## config.mk

```make
export PLATFORM = sky130hd
export DESIGN_NAME = encoder_step_counter_with_mode_keys_core
export DESIGN_NICKNAME = d
export VERILOG_FILES = /design/src/hdl/escmk_pkg.sv /design/src/hdl/escmk_update.sv /design/src/hdl/encoder_step_counter_with_mode_keys_core.sv
export SDC_FILE = /design/constraint.sdc
export NUM_CORES = 1
export LEC_CHECK = 0
export BUFFER_PORTS_ARGS = -buffer_cell sky130_fd_sc_hd__buf_4
export CORE_ASPECT_RATIO = 0.7
export CORE_UTILIZATION = 55
export DETAILED_ROUTE_END_ITERATION = 7
export HOLD_SLACK_MARGIN = 0.05
export PLACE_DENSITY_LB_ADDON = 0.3
export SYNTH_ARGS = -nofsm -noshare
export SYNTH_HDL_FRONTEND = slang
export SYNTH_SLANG_ARGS = --single-unit
export TNS_END_PERCENT = 10
```

## constraint.sdc

```tcl
create_clock -name clock -period 6 [get_ports clock]
set_input_delay 0.3 -clock clock [delete_from_list [all_inputs] [get_ports clock]]
set_output_delay 0.3 -clock clock [all_outputs]
set_load 0.005 [all_outputs]
```

## src/hdl/escmk_pkg.sv

```systemverilog
// Shared constants, types and helpers for the encoder step counter with mode keys.
`default_nettype none
package escmk_pkg;

   localparam int MODE_W     = 8;
   localparam int BTN_W      = 8;
   localparam int ENC_W      = 4;
   localparam int STABLE_W   = 3;
   localparam int HIST_W     = 6;

   localparam int COUNT_SPAN_DEF = 1024;

   // sample kinds carried on req_tuser
   localparam logic FUNC_BUTTON  = 1'b0;
   localparam logic FUNC_ENCODER = 1'b1;

   // encoder_bits layout
   localparam int ENC1_LINE = 3;
   localparam int ENC1_DIR  = 2;
   localparam int ENC2_LINE = 1;
   localparam int ENC2_DIR  = 0;

   localparam logic [HIST_W-1:0]   STEP_PATTERN  = 6'h3E;
   localparam logic [STABLE_W-1:0] STABLE_TARGET = 3'd6;
   localparam logic [STABLE_W-1:0] STABLE_MAX    = 3'd7;
   localparam logic [MODE_W-1:0]   MODE_RESET    = 8'h01;

   // input beat layout
   localparam int REQ_TDATA_W = 16;
   localparam int REQ_BTN_LSB = 0;
   localparam int REQ_ENC_LSB = BTN_W;

   typedef struct packed {
      logic [MODE_W-1:0] mode_now;
      logic              mode_ok;
   } status_type;

   // zero or exactly one bit set
   function automatic logic mode_is_ok(input logic [MODE_W-1:0] m);
      return (m & (m - MODE_W'(1))) == '0;
   endfunction

endpackage
`default_nettype wire

```

## src/hdl/escmk_update.sv

```systemverilog
// State registers and single-pass next-state logic for one sample.
`default_nettype none
module escmk_update #(
   parameter int COUNT_SPAN = escmk_pkg::COUNT_SPAN_DEF,
   localparam int CNT_W     = $clog2(COUNT_SPAN)
) (
   input  wire logic                          clock,
   input  wire logic                          reset,
   input  wire logic                          accept,
   input  wire logic                          func,
   input  wire logic [escmk_pkg::BTN_W-1:0]   buttons,
   input  wire logic [escmk_pkg::ENC_W-1:0]   encoder_bits,
   output escmk_pkg::status_type              status,
   output logic      [CNT_W-1:0]              count_value
);
   import escmk_pkg::*;

   localparam int SUM_W = CNT_W + 2;
   localparam logic signed [SUM_W-1:0] SPAN_S = SUM_W'(COUNT_SPAN);
   localparam logic signed [SUM_W-1:0] TOP_S  = SUM_W'(COUNT_SPAN - 1);

   logic [BTN_W-1:0]    last_buttons_ff, last_buttons_in;
   logic [STABLE_W-1:0] stable_count_ff, stable_count_in;
   logic [MODE_W-1:0]   mode_bits_ff, mode_bits_in;
   logic [HIST_W-1:0]   first_history_ff, first_history_in;
   logic [HIST_W-1:0]   second_history_ff, second_history_in;
   logic [CNT_W-1:0]    counter_ff, counter_in;

   logic                    is_encoder;
   logic                    count_enable;
   logic signed [SUM_W-1:0] mode_ext;
   logic signed [SUM_W-1:0] step1, step2;
   logic signed [SUM_W-1:0] sum_raw, sum_wrap;

   assign is_encoder = (func == FUNC_ENCODER);

   // button debounce
   always_comb begin
      last_buttons_in = last_buttons_ff;
      stable_count_in = stable_count_ff;
      mode_bits_in    = mode_bits_ff;
      if (!is_encoder) begin
         if (buttons != last_buttons_ff) begin
            last_buttons_in = buttons;
            stable_count_in = '0;
         end else if (stable_count_ff != STABLE_MAX) begin
            stable_count_in = stable_count_ff + STABLE_W'(1);
         end
         if (stable_count_in == STABLE_TARGET) begin
            mode_bits_in = mode_bits_ff ^ buttons;
         end
      end
   end

   // encoder histories and counter step
   always_comb begin
      first_history_in  = first_history_ff;
      second_history_in = second_history_ff;
      if (is_encoder) begin
         first_history_in  = {first_history_ff[HIST_W-2:0], encoder_bits[ENC1_LINE]};
         second_history_in = {second_history_ff[HIST_W-2:0], encoder_bits[ENC2_LINE]};
      end
      count_enable = is_encoder && mode_is_ok(mode_bits_ff);
      mode_ext     = $signed({{(SUM_W-MODE_W){1'b0}}, mode_bits_ff});
      step1 = '0;
      step2 = '0;
      if (count_enable && first_history_in == STEP_PATTERN) begin
         step1 = encoder_bits[ENC1_DIR] ? mode_ext : -mode_ext;
      end
      if (count_enable && second_history_in == STEP_PATTERN) begin
         step2 = encoder_bits[ENC2_DIR] ? mode_ext : -mode_ext;
      end
      sum_raw  = $signed({2'b00, counter_ff}) + step1 + step2;
      sum_wrap = (sum_raw < 0) ? sum_raw + SPAN_S : sum_raw;
      // overshoot drops to zero rather than wrapping
      counter_in = (sum_wrap > TOP_S) ? '0 : sum_wrap[CNT_W-1:0];
   end

   always_ff @(posedge clock) begin
      if (reset) begin
         last_buttons_ff   <= '0;
         stable_count_ff   <= '0;
         mode_bits_ff      <= MODE_RESET;
         first_history_ff  <= '0;
         second_history_ff <= '0;
         counter_ff        <= '0;
      end else if (accept) begin
         last_buttons_ff   <= last_buttons_in;
         stable_count_ff   <= stable_count_in;
         mode_bits_ff      <= mode_bits_in;
         first_history_ff  <= first_history_in;
         second_history_ff <= second_history_in;
         counter_ff        <= counter_in;
      end
   end

   assign status.mode_now = mode_bits_in;
   assign status.mode_ok  = mode_is_ok(mode_bits_in);
   assign count_value     = counter_in;

endmodule
`default_nettype wire

```

## src/hdl/encoder_step_counter_with_mode_keys_core.sv

```systemverilog
// Top level: sample stream in, mode and counter stream out, with output skid stage.
//
// Input beats carry either a pushbutton sample (req_tuser = 0) or an encoder
// sample (req_tuser = 1). Pushbutton samples are debounced; after seven equal
// samples the mode bits are toggled by the pressed buttons once. Encoder
// samples shift each encoder's line into a six-deep history; a stable high
// followed by a fresh low steps the counter by the mode, up or down by the
// direction bit, while the mode is zero or one-hot.
// Every input beat yields exactly one output beat: mode, counter, mode_ok.
// The result of an accepted beat is registered and presented on the rsp channel.
// One beat per cycle is taken while the receiver keeps up, as the combinational
// state update feeds the result register directly.
// When the receiver stalls, one further beat is taken into a skid register;
// req_tready then drops until the receiver takes a beat.
// Reset (synchronous) clears both output valid flags, sets the mode to 1 and
// clears the counter, histories and debounce state.
`default_nettype none
module encoder_step_counter_with_mode_keys_core #(
   parameter int COUNT_SPAN   = escmk_pkg::COUNT_SPAN_DEF,
   localparam int CNT_W       = $clog2(COUNT_SPAN),
   localparam int RSP_W       = escmk_pkg::MODE_W + CNT_W + 1,
   localparam int RSP_TDATA_W = ((RSP_W + 7) / 8) * 8
) (
   input  wire logic                              clock,
   input  wire logic                              reset,
   input  wire logic                              req_tvalid,
   output logic                                   req_tready,
   // buttons [7:0], encoder_bits [11:8], zero fill above
   input  wire logic [escmk_pkg::REQ_TDATA_W-1:0] req_tdata,
   // func
   input  wire logic                              req_tuser,
   output logic                                   rsp_tvalid,
   input  wire logic                              rsp_tready,
   // mode_now [7:0], count_value [8 +: CNT_W], mode_ok above it, zero fill above
   output logic [RSP_TDATA_W-1:0]                 rsp_tdata
);
   import escmk_pkg::*;

   logic                   accept;
   logic                   rsp_take;
   status_type             status;
   logic [CNT_W-1:0]       count_value;
   logic [RSP_TDATA_W-1:0] beat_in;
   logic                   out_valid_ff, out_valid_in;
   logic                   skid_valid_ff, skid_valid_in;
   logic [RSP_TDATA_W-1:0] out_data_ff, out_data_in;
   logic [RSP_TDATA_W-1:0] skid_data_ff, skid_data_in;

   assign req_tready = !skid_valid_ff;
   assign accept     = req_tvalid && req_tready;
   assign rsp_take   = out_valid_ff && rsp_tready;

   escmk_update #(
      .COUNT_SPAN(COUNT_SPAN)
   ) u_update (
      .clock       (clock),
      .reset       (reset),
      .accept      (accept),
      .func        (req_tuser),
      .buttons     (req_tdata[REQ_BTN_LSB +: BTN_W]),
      .encoder_bits(req_tdata[REQ_ENC_LSB +: ENC_W]),
      .status      (status),
      .count_value (count_value)
   );

   always_comb begin
      beat_in = '0;
      beat_in[MODE_W-1:0]     = status.mode_now;
      beat_in[MODE_W +: CNT_W] = count_value;
      beat_in[MODE_W + CNT_W] = status.mode_ok;
   end

   always_comb begin
      out_valid_in  = out_valid_ff;
      skid_valid_in = skid_valid_ff;
      out_data_in   = out_data_ff;
      skid_data_in  = skid_data_ff;
      if (skid_valid_ff) begin
         // drain the skid beat first
         if (rsp_take) begin
            out_data_in   = skid_data_ff;
            skid_valid_in = 1'b0;
         end
      end else if (accept) begin
         if (!out_valid_ff || rsp_take) begin
            out_data_in  = beat_in;
            out_valid_in = 1'b1;
         end else begin
            skid_data_in  = beat_in;
            skid_valid_in = 1'b1;
         end
      end else if (rsp_take) begin
         out_valid_in = 1'b0;
      end
   end

   always_ff @(posedge clock) begin
      if (reset) begin
         out_valid_ff  <= 1'b0;
         skid_valid_ff <= 1'b0;
      end else begin
         out_valid_ff  <= out_valid_in;
         skid_valid_ff <= skid_valid_in;
      end
      out_data_ff  <= out_data_in;
      skid_data_ff <= skid_data_in;
   end

   assign rsp_tvalid = out_valid_ff;
   assign rsp_tdata  = out_data_ff;

endmodule
`default_nettype wire

```

# [Word-level counts from Yosys, hierarchy flattened]
# Cells that the tools add are included.
[word_totals] register_bits=86 latch_bits=0 ram_bits=0 romBits=0 inputBits=21 output_inout_bits=26 elab_cells=74 n_memories=0
[op_classes] n_addsub=7 multipliers=0 div_mod_pow=0 order_cmp=2 n_eq_ne=7 shifts=0 mux=24 bitwise_logic=6 n_reduce_logical=18
[op_table] cell="$mux 24" count=4
[op_table] cell="$mux 12" count=5
[op_table] cell="$and 8x8->8" count=2
[op_table] cell="$logic_not 8->1" count=2
[op_table] cell="$mux 8" count=2
[op_table] cell="$sub 8x1->8 const B" count=2
[op_table] cell="$add 11x12->12" count=1
[op_table] cell="$add 12x12->12" count=1
[op_table] cell="$add 12x12->12 const B" count=1
[op_table] cell="$eq 6x6->1 const B" count=2
[op_table] cell="$gt 12x11->1 const B" count=1
[op_table] cell="$lt 12x1->1 const B" count=1
[op_table] cell="$mux 6" count=2
[op_table] cell="$neg 8->12" count=1
[op_table] cell="$reduce_and 3->1" count=4
[op_table] cell="$mux 10" count=1
[op_table] cell="$mux 3" count=3
[op_table] cell="$ne 8x8->1" count=1
[op_table] cell="$xor 8x8->8" count=1
[op_table] cell="$mux 1" count=7
[op_table] cell="$reduce_bool 2->1" count=3
[op_table] cell="$logic_and 1x1->1" count=5
[op_table] cell="$add 3x1->3 const B" count=1
[op_table] cell="$eq 3x3->1 const B" count=1
[op_table] cell="other kinds (7)" count=10

# [Depth between registers and ports, before layout]
# Gate-level depths: netlist (run 1).
[depth] ltp_word=15 depth_mapped=24 mapped_depth_nobuf=21

# [By module]
# From an unflattened synthesis (run 1), not the netlist that was laid out.
[hier_totals] hier_cells=474 hier_area_um2=4669.5
[by_module_without_submodules] mod="escmk_update" n_inst=1 cells_per_inst=395 area_per_inst_um2=3145.5 seq_area_each_um2=820.8
[by_module_without_submodules] mod="encoder_step_counter_with_mode_keys_core" n_inst=1 cells_per_inst=79 area_per_inst_um2=1524.0 seq_area_each_um2=1181.1

# [Least setup slack after synthesis (run 1)]
# No wires, ideal clock.
[synth_path] path_kind="reg2reg" from="reg u_update.mode_bits_ff[0]" to="reg out_data_ff[13], in the netlist rsp_tdata[13] (data pin)" setup_ns=0.269 arrival_time_ns=4.605 t_required_ns=5.731 setup_slack_ns=1.126 path_stages_with_launch=24 path_buffers=3 period_less_slack_ns=4.874 path_cell_list="dfxtp_1 > clkbuf_1 > inv_1 > ha_1 > or3b_1 > o31ai_2 > nand4_2 > nor3_1 > and2_1 > clkbuf_1 > nand2_1 > fa_1 > inv_1 > ha_1 > inv_1 > fa_1 > nor2b_1 > o21ai_0 > a21o_1 > a211o_1 > a21bo_2 > mux2i_1 > buf_4 > o31ai_1"
[synth_between] elab_chain_len=15 word_cells_on_any_way=21 cone_classes="add/sub: 5; order compare: 2; mux: 9; bitwise: 1; reduce/logical: 4"
[synth_rtl] element="start, declared" line="escmk_update.sv:24" text="logic [MODE_W-1:0] mode_bits_ff, mode_bits_in;"
[synth_rtl] element="start signal, assigned" line="escmk_update.sv:90" text="mode_bits_ff <= mode_bits_in;"
[synth_rtl] element="$sub 8x1->8" line="escmk_pkg.sv:40" text="return (m & (m - MODE_W'(1))) == '0;"
[synth_rtl] element="$and 8x8->8" line="escmk_pkg.sv:40"
[synth_rtl] element="$logic_not 8->1" line="escmk_pkg.sv:40"
[synth_rtl] element="$logic_and 1x1->1" line="escmk_update.sv:63" text="count_enable = is_encoder && mode_is_ok(mode_bits_ff);"
[synth_rtl] element="$logic_and 1x1->1" line="escmk_update.sv:67" text="if (count_enable && first_history_in == STEP_PATTERN) begin"
[synth_rtl] element="$mux 12" line="escmk_update.sv:67"
[synth_rtl] element="$add 11x12->12" line="escmk_update.sv:73" text="sum_raw = $signed({2'b00, counter_ff}) + step1 + step2;"
[synth_rtl] element="$add 12x12->12 *" line="escmk_update.sv:73"
[synth_rtl] element="$add 12x12->12 or $lt 12x1->1 (tied branches)" line="escmk_update.sv:74" text="sum_wrap = (sum_raw < 0) ? sum_raw + SPAN_S : sum_raw;"
[synth_rtl] element="$mux 12 *" line="escmk_update.sv:74"
[synth_rtl] element="$gt 12x11->1" line="escmk_update.sv:76" text="counter_in = (sum_wrap > TOP_S) ? '0 : sum_wrap[CNT_W-1:0];"
[synth_rtl] element="$mux 10 *" line="escmk_update.sv:76"
[synth_rtl] element="$mux 24 *" line="encoder_step_counter_with_mode_keys_core.sv:85" text="if (!out_valid_ff || rsp_take) begin"
[synth_rtl] element="$mux 24 *" line="encoder_step_counter_with_mode_keys_core.sv:84" text="end else if (accept) begin"
[synth_rtl] element="$mux 24 *" line="encoder_step_counter_with_mode_keys_core.sv:78" text="if (skid_valid_ff) begin"
[synth_rtl] element="named net out_data_in[13]" line="encoder_step_counter_with_mode_keys_core.sv:46" text="logic [RSP_TDATA_W-1:0] out_data_ff, out_data_in;"
[synth_rtl] element="end signal, assigned" line="encoder_step_counter_with_mode_keys_core.sv:105" text="out_data_ff <= out_data_in;"
[synth_rtl] element="end, declared" line="encoder_step_counter_with_mode_keys_core.sv:46"
# The timed path passes the listed nets; every way through them passes the cells marked *. The select of a mux whose other input is x is not followed.
# A chain may end at the register's enable or synchronous reset.

# [Final worst setup path (run 1)]
# Same ends and word-level chain as after synthesis.

==> results of run 1 <==
logic make-up after synthesis:
family / Yosys count / share of synthesized area, %
fa+ha+maj: 26 / 8.25
buf+inv: 72 / 6.17
compound gates: 80 / 10.9
other cells: 1 / 0.0758
flops: 81 / 40.5
simple gates: 207 / 20.5
xor+xnor: 47 / 8.63
mux: 23 / 4.98
metal layers:
layer  global-route usage, %  routed length, microns  vias to the layer above
met5                       0                       0                        -
met4                    6.62                      95                        0
met3                    4.70                     601                       10
met2                    40.3                    4740                      120
met1                    32.7                    4970                     1842
li1                        -                       -                     1895
cell type report:
| class | count | area (sq um) |
|---|---|---|
| well taps | 120 | 150 |
| multi-input cells | 388 | 2660 |
| clock inverters | 7 | 98.8 |
| fillers | 724 | 3020 |
| flip-flops and latches | 81 | 2000 |
| clock buffers | 9 | 225 |
| repair buffers | 39 | 293 |
| inverters | 35 | 131 |
cells in the mapped netlist (2+ instances only):
library cell,count
nand2_1,76
nor2_1,48
dfxtp_1,43
edfxtp_1,38
inv_1,35
clkbuf_1,27
a21oi_1,26
xor2_1,24
xnor2_1,22
o31ai_1,19
ha_1,15
mux2_2,13
nor3_1,13
fa_1,11
nor4_1,11
mux2i_1,10
or3_1,10
buf_4,9
nand2b_1,8
nand3_1,7
o21ai_0,6
nor3b_1,5
and2_1,3
and3_1,3
nand3b_1,3
nand4_1,3
nor2b_1,3
o211ai_1,3
o21ai_1,3
o32ai_1,3
a2111oi_0,2
a211o_1,2
a31oi_1,2
a32oi_1,2
nor4bb_1,2
o21bai_1,2
or4_1,2
per-stage QoR:
stage / total power, mW / cells / instance area (sq um) / setup slack, ns
floorplan: 0.672 / 541 / 4960 / 1.13
global placement: 0.704 / 663 / 5230 / 0.735
detailed placement: 0.708 / 663 / 5230 / 0.501
CTS: 1.30 / 679 / 5560 / 0.440
global route: 1.33 / 679 / 5560 / 0.0671
finish: 1.29 / 679 / 5560 / 0.467
state kept, by name, indices dropped and copies added (netlist names):
signal,count
skid_valid_ff,1
u_update.mode_bits_ff,8
rsp_tvalid,1
u_update.last_buttons_ff,8
u_update.first_history_ff,6
u_update.stable_count_ff,3
u_update.counter_ff,10
rsp_tdata,19
u_update.second_history_ff,6
skid_data_ff,19
path summary, 6_finish.rpt:
path                                   end  slack (ns)  depth (start not counted)
max                          rsp_tdata[13]        0.47                         21
min                          skid_valid_ff        0.15                          2
max reg2reg                  rsp_tdata[13]        0.47                         21
min reg2reg  u_update.second_history_ff[5]        0.47                          2
power groups by stage:
stage	sequential, mW	clock (mW)	combinational, mW
CTS	0.604	0.604	0.0932
detailed placement	0.616	0	0.0923
global placement	0.615	0	0.0898
global route	0.606	0.625	0.103
finish	0.604	0.597	0.0933
floorplan	0.613	0	0.0588
==> out/results.ini, run 1 <==
[synth]
synth_edf_count=38
ys.flop_type=dfxtp_1
ys_warn_count=0
synth-seq-area-share_pct=40.5
synth_top_area_share_pct=23.1
synth_area_sq_mm=0.00495
synth_top_area_cell=edfxtp_1
synthArstFlopShare_pct=0
postSynthCellCount=537
synth.distinct_cells=60
synth-seq-cells=81
syn_area_per_cell_sq_um=9.21
ys_top_cells_by_area=edfxtp_1 23%, dfxtp_1 17%, nand2_1 5.8%

[power_and_ir_drop]
p_leak_nw=2.22
irDropWorstVdd_mv=0.196
seqPwrFrac_pct=46.7
p_switching_uw=291
p_sw_share_pct=22.5
p_per_area_mw_per_mm2=233
p_comb_share_pct=7.2
p_int_mw=1.00
p_clk_share_pct=46.1

[worst_setup_path]
r2r-start=u_update.mode_bits_ff[0]
cp-end-kind=register
critPathTopFamily=simple AND/OR/NAND/NOR gates
cp-start-kind=register
worstPathArrival_ns=5.59
crit_chain=inv_1, ha_1, or3b_1, o31ai_2, nand4_2, nor3_2, and2_1, nand2_1, fa_1, inv_1, ha_1, inv_1, fa_1, nor2b_1, o21ai_0, a21o_1, a211o_1, a21bo_2, mux2i_2, buf_4, o31ai_1
worstSetupPathType=reg -> reg
critPathRequiredTime_ns=6.06
critPathMaxFanout=30
cp_slowest_stage_delay_ns=0.47
crit_slowest_cell=fa_1
crit_path_frequent_cell=inv_1
startpoint=u_update.mode_bits_ff[0]
cp_num_buf_inv=4

[placement]
dp_hpwl_mm=7.37
gp_congestion=0.858
port_buffers=37

[floorplanning]
die_x_microns=115
rows=28
ios=47
die_area_sq_mm=0.00938
start_util_pct=57.6
die_h_microns=81.3
coreArea_sq_mm=0.00858

[cells_and_area]
n_antenna_cell=0
final_common_cell=nand2_1
drive_gt1_share_pct=13.8
fin_util_pct=64.8
area_growth_pct=12.5
nets=601
most-common-layout-cells=76 x nand2_1, 48 x nor2_1, 43 x dfxtp_1, 39 x buf_4, 38 x edfxtp_1

[timing]
hold_viol=0
setup_viol=0
period_share_pct=92.2
fmaxAchievable_ghz=0.181
drv_slew=0
rsz0062_at_grt=false
tns_ns=0
tightestPinTransition_ns=1.20
whs_ns=0.146
skew_ns=0.00635
maxSlewHeadroom_pct=19.8
fin_crit_ns=5.53

[global_routing]
overflow=0
grt_pass1_wl_mm=17.5
antenna_found_initial=0
grt_pass1_vias=3620
grt_max_degree=46
grt_use_total_pct=24.3

[detailed_routing]
drtAntennaViolNets=0
drc_errors=0
dr.pass1.iters=5
vias=3867
avgViaCountPerCell=5.70
wl_mm=10.4
wl_per_cell_microns=15.3
drt_iter0_markers=318

[hold_path]
hp-class=in -> reg
hold_start=rsp_tready

[clock_tree]
post_cts_buffers=0
hold_buffers=0
clkSlewWorstSetupHoldPaths_ns=0.06
cts_max_path_buffers=2
cts_buffers=9
clk_latency_ns=0.35
htree_levels=3
cts.repair.resized=0
cts_root_buf=clkbuf_16
clock_sinks=81
cts_tree=yes

[flow_run]
drv_cap=0

[status]
outcome=completed

(Power assumes the default switching activity.)
==> run 2, diff against run 1 <==
- CORE_ASPECT_RATIO: 0.7 -> 1.2
==> run 2 against run 1 <==
First-iteration DRC count is 11% lower. Utilization is 1.8 points lower. Via count is 2.0% lower. Die area hardly changed. Critical endpoint is now rsp_tdata[14]. Wire length is 8.1% lower. Critical path depth stayed put. Total power is 12% lower.
==> out/results.ini, run 2 (synthesis gave the netlist of run 1 again) <==
[clock_tree]
cts_root_buf=clkbuf_8
cts_tree=yes
post_cts_buffers=0
clkSlewWorstSetupHoldPaths_ns=0.08
hold_buffers=0
clk_latency_ns=0.35
cts_max_path_buffers=2
cts_buffers=9
htree_levels=3
clock_sinks=81
cts.repair.resized=0

[status]
outcome=completed

[timing]
drv_slew=0
period_share_pct=91.1
hold_viol=0
fin_crit_ns=5.47
fmaxAchievable_ghz=0.183
maxSlewHeadroom_pct=33.7
setup_viol=0
skew_ns=0.00649
rsz0062_at_grt=false
tns_ns=0
tightestPinTransition_ns=0.988

[cells_and_area]
final_common_cell=nand2_1
multi_input_area_sq_mm=0.00266
area_growth_pct=10.3
drive_gt1_share_pct=13.8
n_antenna_cell=0
most-common-layout-cells=76 x nand2_1, 48 x nor2_1, 43 x dfxtp_1, 40 x buf_4, 38 x edfxtp_1
fillCellCount=736
fin_util_pct=63.0
nets=602
regArea_sq_mm=0.00200

[floorplanning]
die_area_sq_mm=0.00938
rows=37
coreArea_sq_mm=0.00866
ios=47
start_util_pct=57.1
die_h_microns=106
die_x_microns=88.6

[worst_setup_path]
cp-start-kind=register
cp-end-kind=register
worstSetupPathType=reg -> reg
critPathRequiredTime_ns=6.07
critPathMaxFanout=30
worstPathArrival_ns=5.54

[detailed_routing]
vias=3791
drtAntennaViolNets=0
wl_mm=9.57
drc_errors=0
dr.pass1.iters=5
drt_iter0_markers=282
wl_per_cell_microns=14.1
avgViaCountPerCell=5.60

[global_routing]
grt_pass1_wl_mm=16.7
grt_max_degree=46
grt_use_total_pct=22.8
antenna_found_initial=0
overflow=0
grt_pass1_vias=3730

[flow_run]
drv_cap=0

[power_and_ir_drop]
p_per_area_mw_per_mm2=208
irDropWorstVdd_mv=0.170
p_leak_nw=2.17

[placement]
gp_congestion=0.865
port_buffers=37
dp_hpwl_mm=6.87

[hold_path]
hp-class=in -> reg

## run 2: changes by cell type in the layout (fill, tap and decap cells not counted)
cell / delta
clkinv_2: +1
inv_6: -2
clkinv_4: +1
clkinv_1: -1
clkbuf_1: +1
clkbuf_16: -9
nor3_2: -1
buf_4: +1
nor3_1: +1
clkbuf_8: +9
## run 2: per-layer routing
metal / global-route usage, % / part of all wire (%) / vias to the layer above
li1: - / - / 1894
met1: 29.5 / 47 / 1808
met2: 37.6 / 49 / 79
met3: 4.31 / 3.2 / 10
met4: 8.41 / 1.4 / 0
met5: 0 / 0 / -
## run 2: final cells by class
cell class / count / share of cell area, %
flip-flops and latches: 81 / 36.7
inverters: 35 / 2.41
repair buffers: 40 / 5.50
multi-input cells: 388 / 48.7
well taps: 117 / 2.68
clock inverters: 6 / 1.67
clock buffers: 10 / 2.34
## run 2: final timing paths
| kind | slack [ns] | depth (start not counted) | endpoint | startpoint |
|---|---|---|---|---|
| min reg2reg | 0.46 | 2 | u_update.second_history_ff[5] | u_update.second_history_ff[5] |
| max reg2reg | 0.53 | 21 | rsp_tdata[14] | u_update.mode_bits_ff[0] |
| min | 0.14 | 2 | skid_valid_ff | rsp_tready |
| max | 0.53 | 21 | rsp_tdata[14] | u_update.mode_bits_ff[0] |
## run 2: power breakdown
group / total (mW) / switching [mW] / internal, mW
registers: 0.602 / 0.00902 / 0.593
logic: 0.0922 / 0.0511 / 0.0411
clock network: 0.440 / 0.204 / 0.237
total: 1.13 / 0.264 / 0.871
## run 2: worst max-delay path, stage by stage (launching register included)
cell and delay (ns):
dfxtp_1 0.45, inv_1 0.21, ha_1 0.21, or3b_1 0.41, o31ai_2 0.22, nand4_2 0.19, nor3_1 0.42, and2_1 0.32
nand2_1 0.10, fa_1 0.44, inv_1 0.07, ha_1 0.18, inv_1 0.06, fa_1 0.40, nor2b_1 0.12, o21ai_0 0.12
a21o_1 0.21, a211o_1 0.28, a21bo_2 0.20, mux2i_2 0.13, buf_4 0.32, o31ai_1 0.12
## run 2: through the flow
stage	hold WS, ns	instance area (sq um)	std cells	total power, mW	worst slack [ns]
after global placement	0.441	5240	661	0.704	0.777
final	0.139	5460	677	1.13	0.534
after CTS	0.125	5460	677	1.14	0.591
after floorplan	0.400	4960	541	0.672	1.13
after detailed placement	0.455	5240	661	0.707	0.599
after global routing	0.126	5460	677	1.18	0.152
==> run 3, diff against run 2 <==
- CORE_ASPECT_RATIO: 1.2 -> not set
==> run 3 against run 2 <==
Cell area decreased by 0.73%. Maximum frequency increased by 0.16%. Sequential share of layout area increased by 0.27 points. Critical path type unchanged. Critical endpoint unchanged.
==> out/results.ini, run 3 (synthesis gave the netlist of run 1 again) <==
[status]
outcome=completed

[worst_setup_path]
r2r_cells=21
r2r-start=u_update.mode_bits_ff[0]
crit_chain=inv_1, ha_1, or3b_1, o31ai_2, nand4_2, nor3_1, and2_1, nand2_1, fa_1, inv_1, ha_1, inv_1, fa_1, nor2b_1, o21ai_0, a21o_1, a211o_1, a21bo_2, mux2i_2, buf_4, o31ai_1
cp_slowest_stage_delay_ns=0.44
crit_slowest_cell=dfxtp_1
critPathTopFamily=simple AND/OR/NAND/NOR gates
critPathRequiredTime_ns=6.07
worstSetupPathType=reg -> reg
cp-start-kind=register
startpoint=u_update.mode_bits_ff[0]
critPathCapture=rsp_tdata[14]
crit_path_frequent_cell=inv_1
path_depth=21
cp_num_buf_inv=4
critPathMaxFanout=30
r2r_slack_ns=0.54
worstPathArrival_ns=5.53
cp-end-kind=register
r2r-end=rsp_tdata[14]

[clock_tree]
cts_tree=yes
cts_buffers=9
clkSlewWorstSetupHoldPaths_ns=0.08
hold_buffers=0
cts_max_path_buffers=2
clock_sinks=81
clk_latency_ns=0.35
cts.repair.resized=0
htree_levels=3
cts_root_buf=clkbuf_8
post_cts_buffers=0

[detailed_routing]
dr.pass1.iters=4
drc_errors=0
wl_per_cell_microns=14.4
avgViaCountPerCell=5.66
drt_iter0_markers=232
drtAntennaViolNets=0
wl_mm=9.62
vias=3778

[global_routing]
grt_pass1_vias=3578
antenna_found_initial=0
overflow=0
grt_pass1_wl_mm=16.8
grt_use_total_pct=22.0
grt_max_degree=46

[cells_and_area]
fin_cells=667
most-common-layout-cells=76 x nand2_1, 48 x nor2_1, 43 x dfxtp_1, 39 x buf_4, 38 x edfxtp_1
drive_gt1_share_pct=13.6
nets=601
fillCellCount=728
final_common_cell=nand2_1
n_antenna_cell=0
area_growth_pct=9.51

[placement]
dp_hpwl_mm=6.90
gp_congestion=0.850
place_ws_ns=0.641
dp.cells=651
port_buffers=37

[power_and_ir_drop]
p_leak_nw=2.15
finalPower_mw=1.08
p_per_area_mw_per_mm2=199
irDropWorstVdd_mv=0.104

[floorplanning]
die_h_microns=96.8
ios=47
die_x_microns=96.8
die_area_sq_mm=0.00938
start_util_pct=56.7
coreArea_sq_mm=0.00872
rows=34

[timing]
fin_crit_ns=5.46
layout_setup_ws_ns=0.543
hold_viol=0
tightestPinTransition_ns=0.984
drv_slew=0
maxSlewHeadroom_pct=34.4
skew_ns=0.00813
tns_ns=0
fmaxAchievable_ghz=0.183
whs_ns=0.139
period_share_pct=91.0
rsz0062_at_grt=false
setup_viol=0

[hold_path]
hp-class=in -> reg

[flow_run]
drv_cap=0

## run 3: cell types whose count changed in the layout (fill, tap and decap cells not counted), sizes merged
cell      before  now
buf           40   39
bufinv         2    0
clkbuf        10   13
clkinv         3    1
clkinvlp       0    2
inv           36   35
## run 3: through the flow
step | utilization (%) | area, sq um
after floorplan | - | 4960
after global placement | 59.9 | 5220
after detailed placement | 59.9 | 5220
after CTS | 62.1 | 5420
after global routing | 62.1 | 5420
final | 62.1 | 5420
## run 3: final cells by class
class	instances	area, sq um	area share, %
multi-input cells	388	2660	49.1
inverters	35	131	2.43
clock inverters	3	23.8	0.439
flip-flops and latches	81	2000	37.0
well taps	108	135	2.49
clock buffers	13	170	3.14
repair buffers	39	293	5.41
## run 3: where the power goes
part / internal (mW) / switching, mW
combinational: 0.0404 / 0.0507
sequential: 0.593 / 0.00946
clock: 0.188 / 0.197
## run 3: how the worst min path moves through the flow
stage | from | endpoint | depth (start not counted)
after floorplan | rsp_tready | skid_valid_ff | 1
after global placement | u_update.second_history_ff[5] | u_update.second_history_ff[5] | 2
after detailed placement | u_update.second_history_ff[5] | u_update.second_history_ff[5] | 2
after CTS | rsp_tready | skid_valid_ff | 2
after global routing | rsp_tready | skid_valid_ff | 2
final | rsp_tready | skid_valid_ff | 2
## run 3: routing by layer
layer / global-route usage [%] / up-vias / wire [microns]
li1: - / 1886 / -
met1: 29.9 / 1792 / 4520
met2: 35.7 / 88 / 4560
met3: 3.90 / 12 / 434
met4: 7.00 / 0 / 108
met5: 0 / - / 0
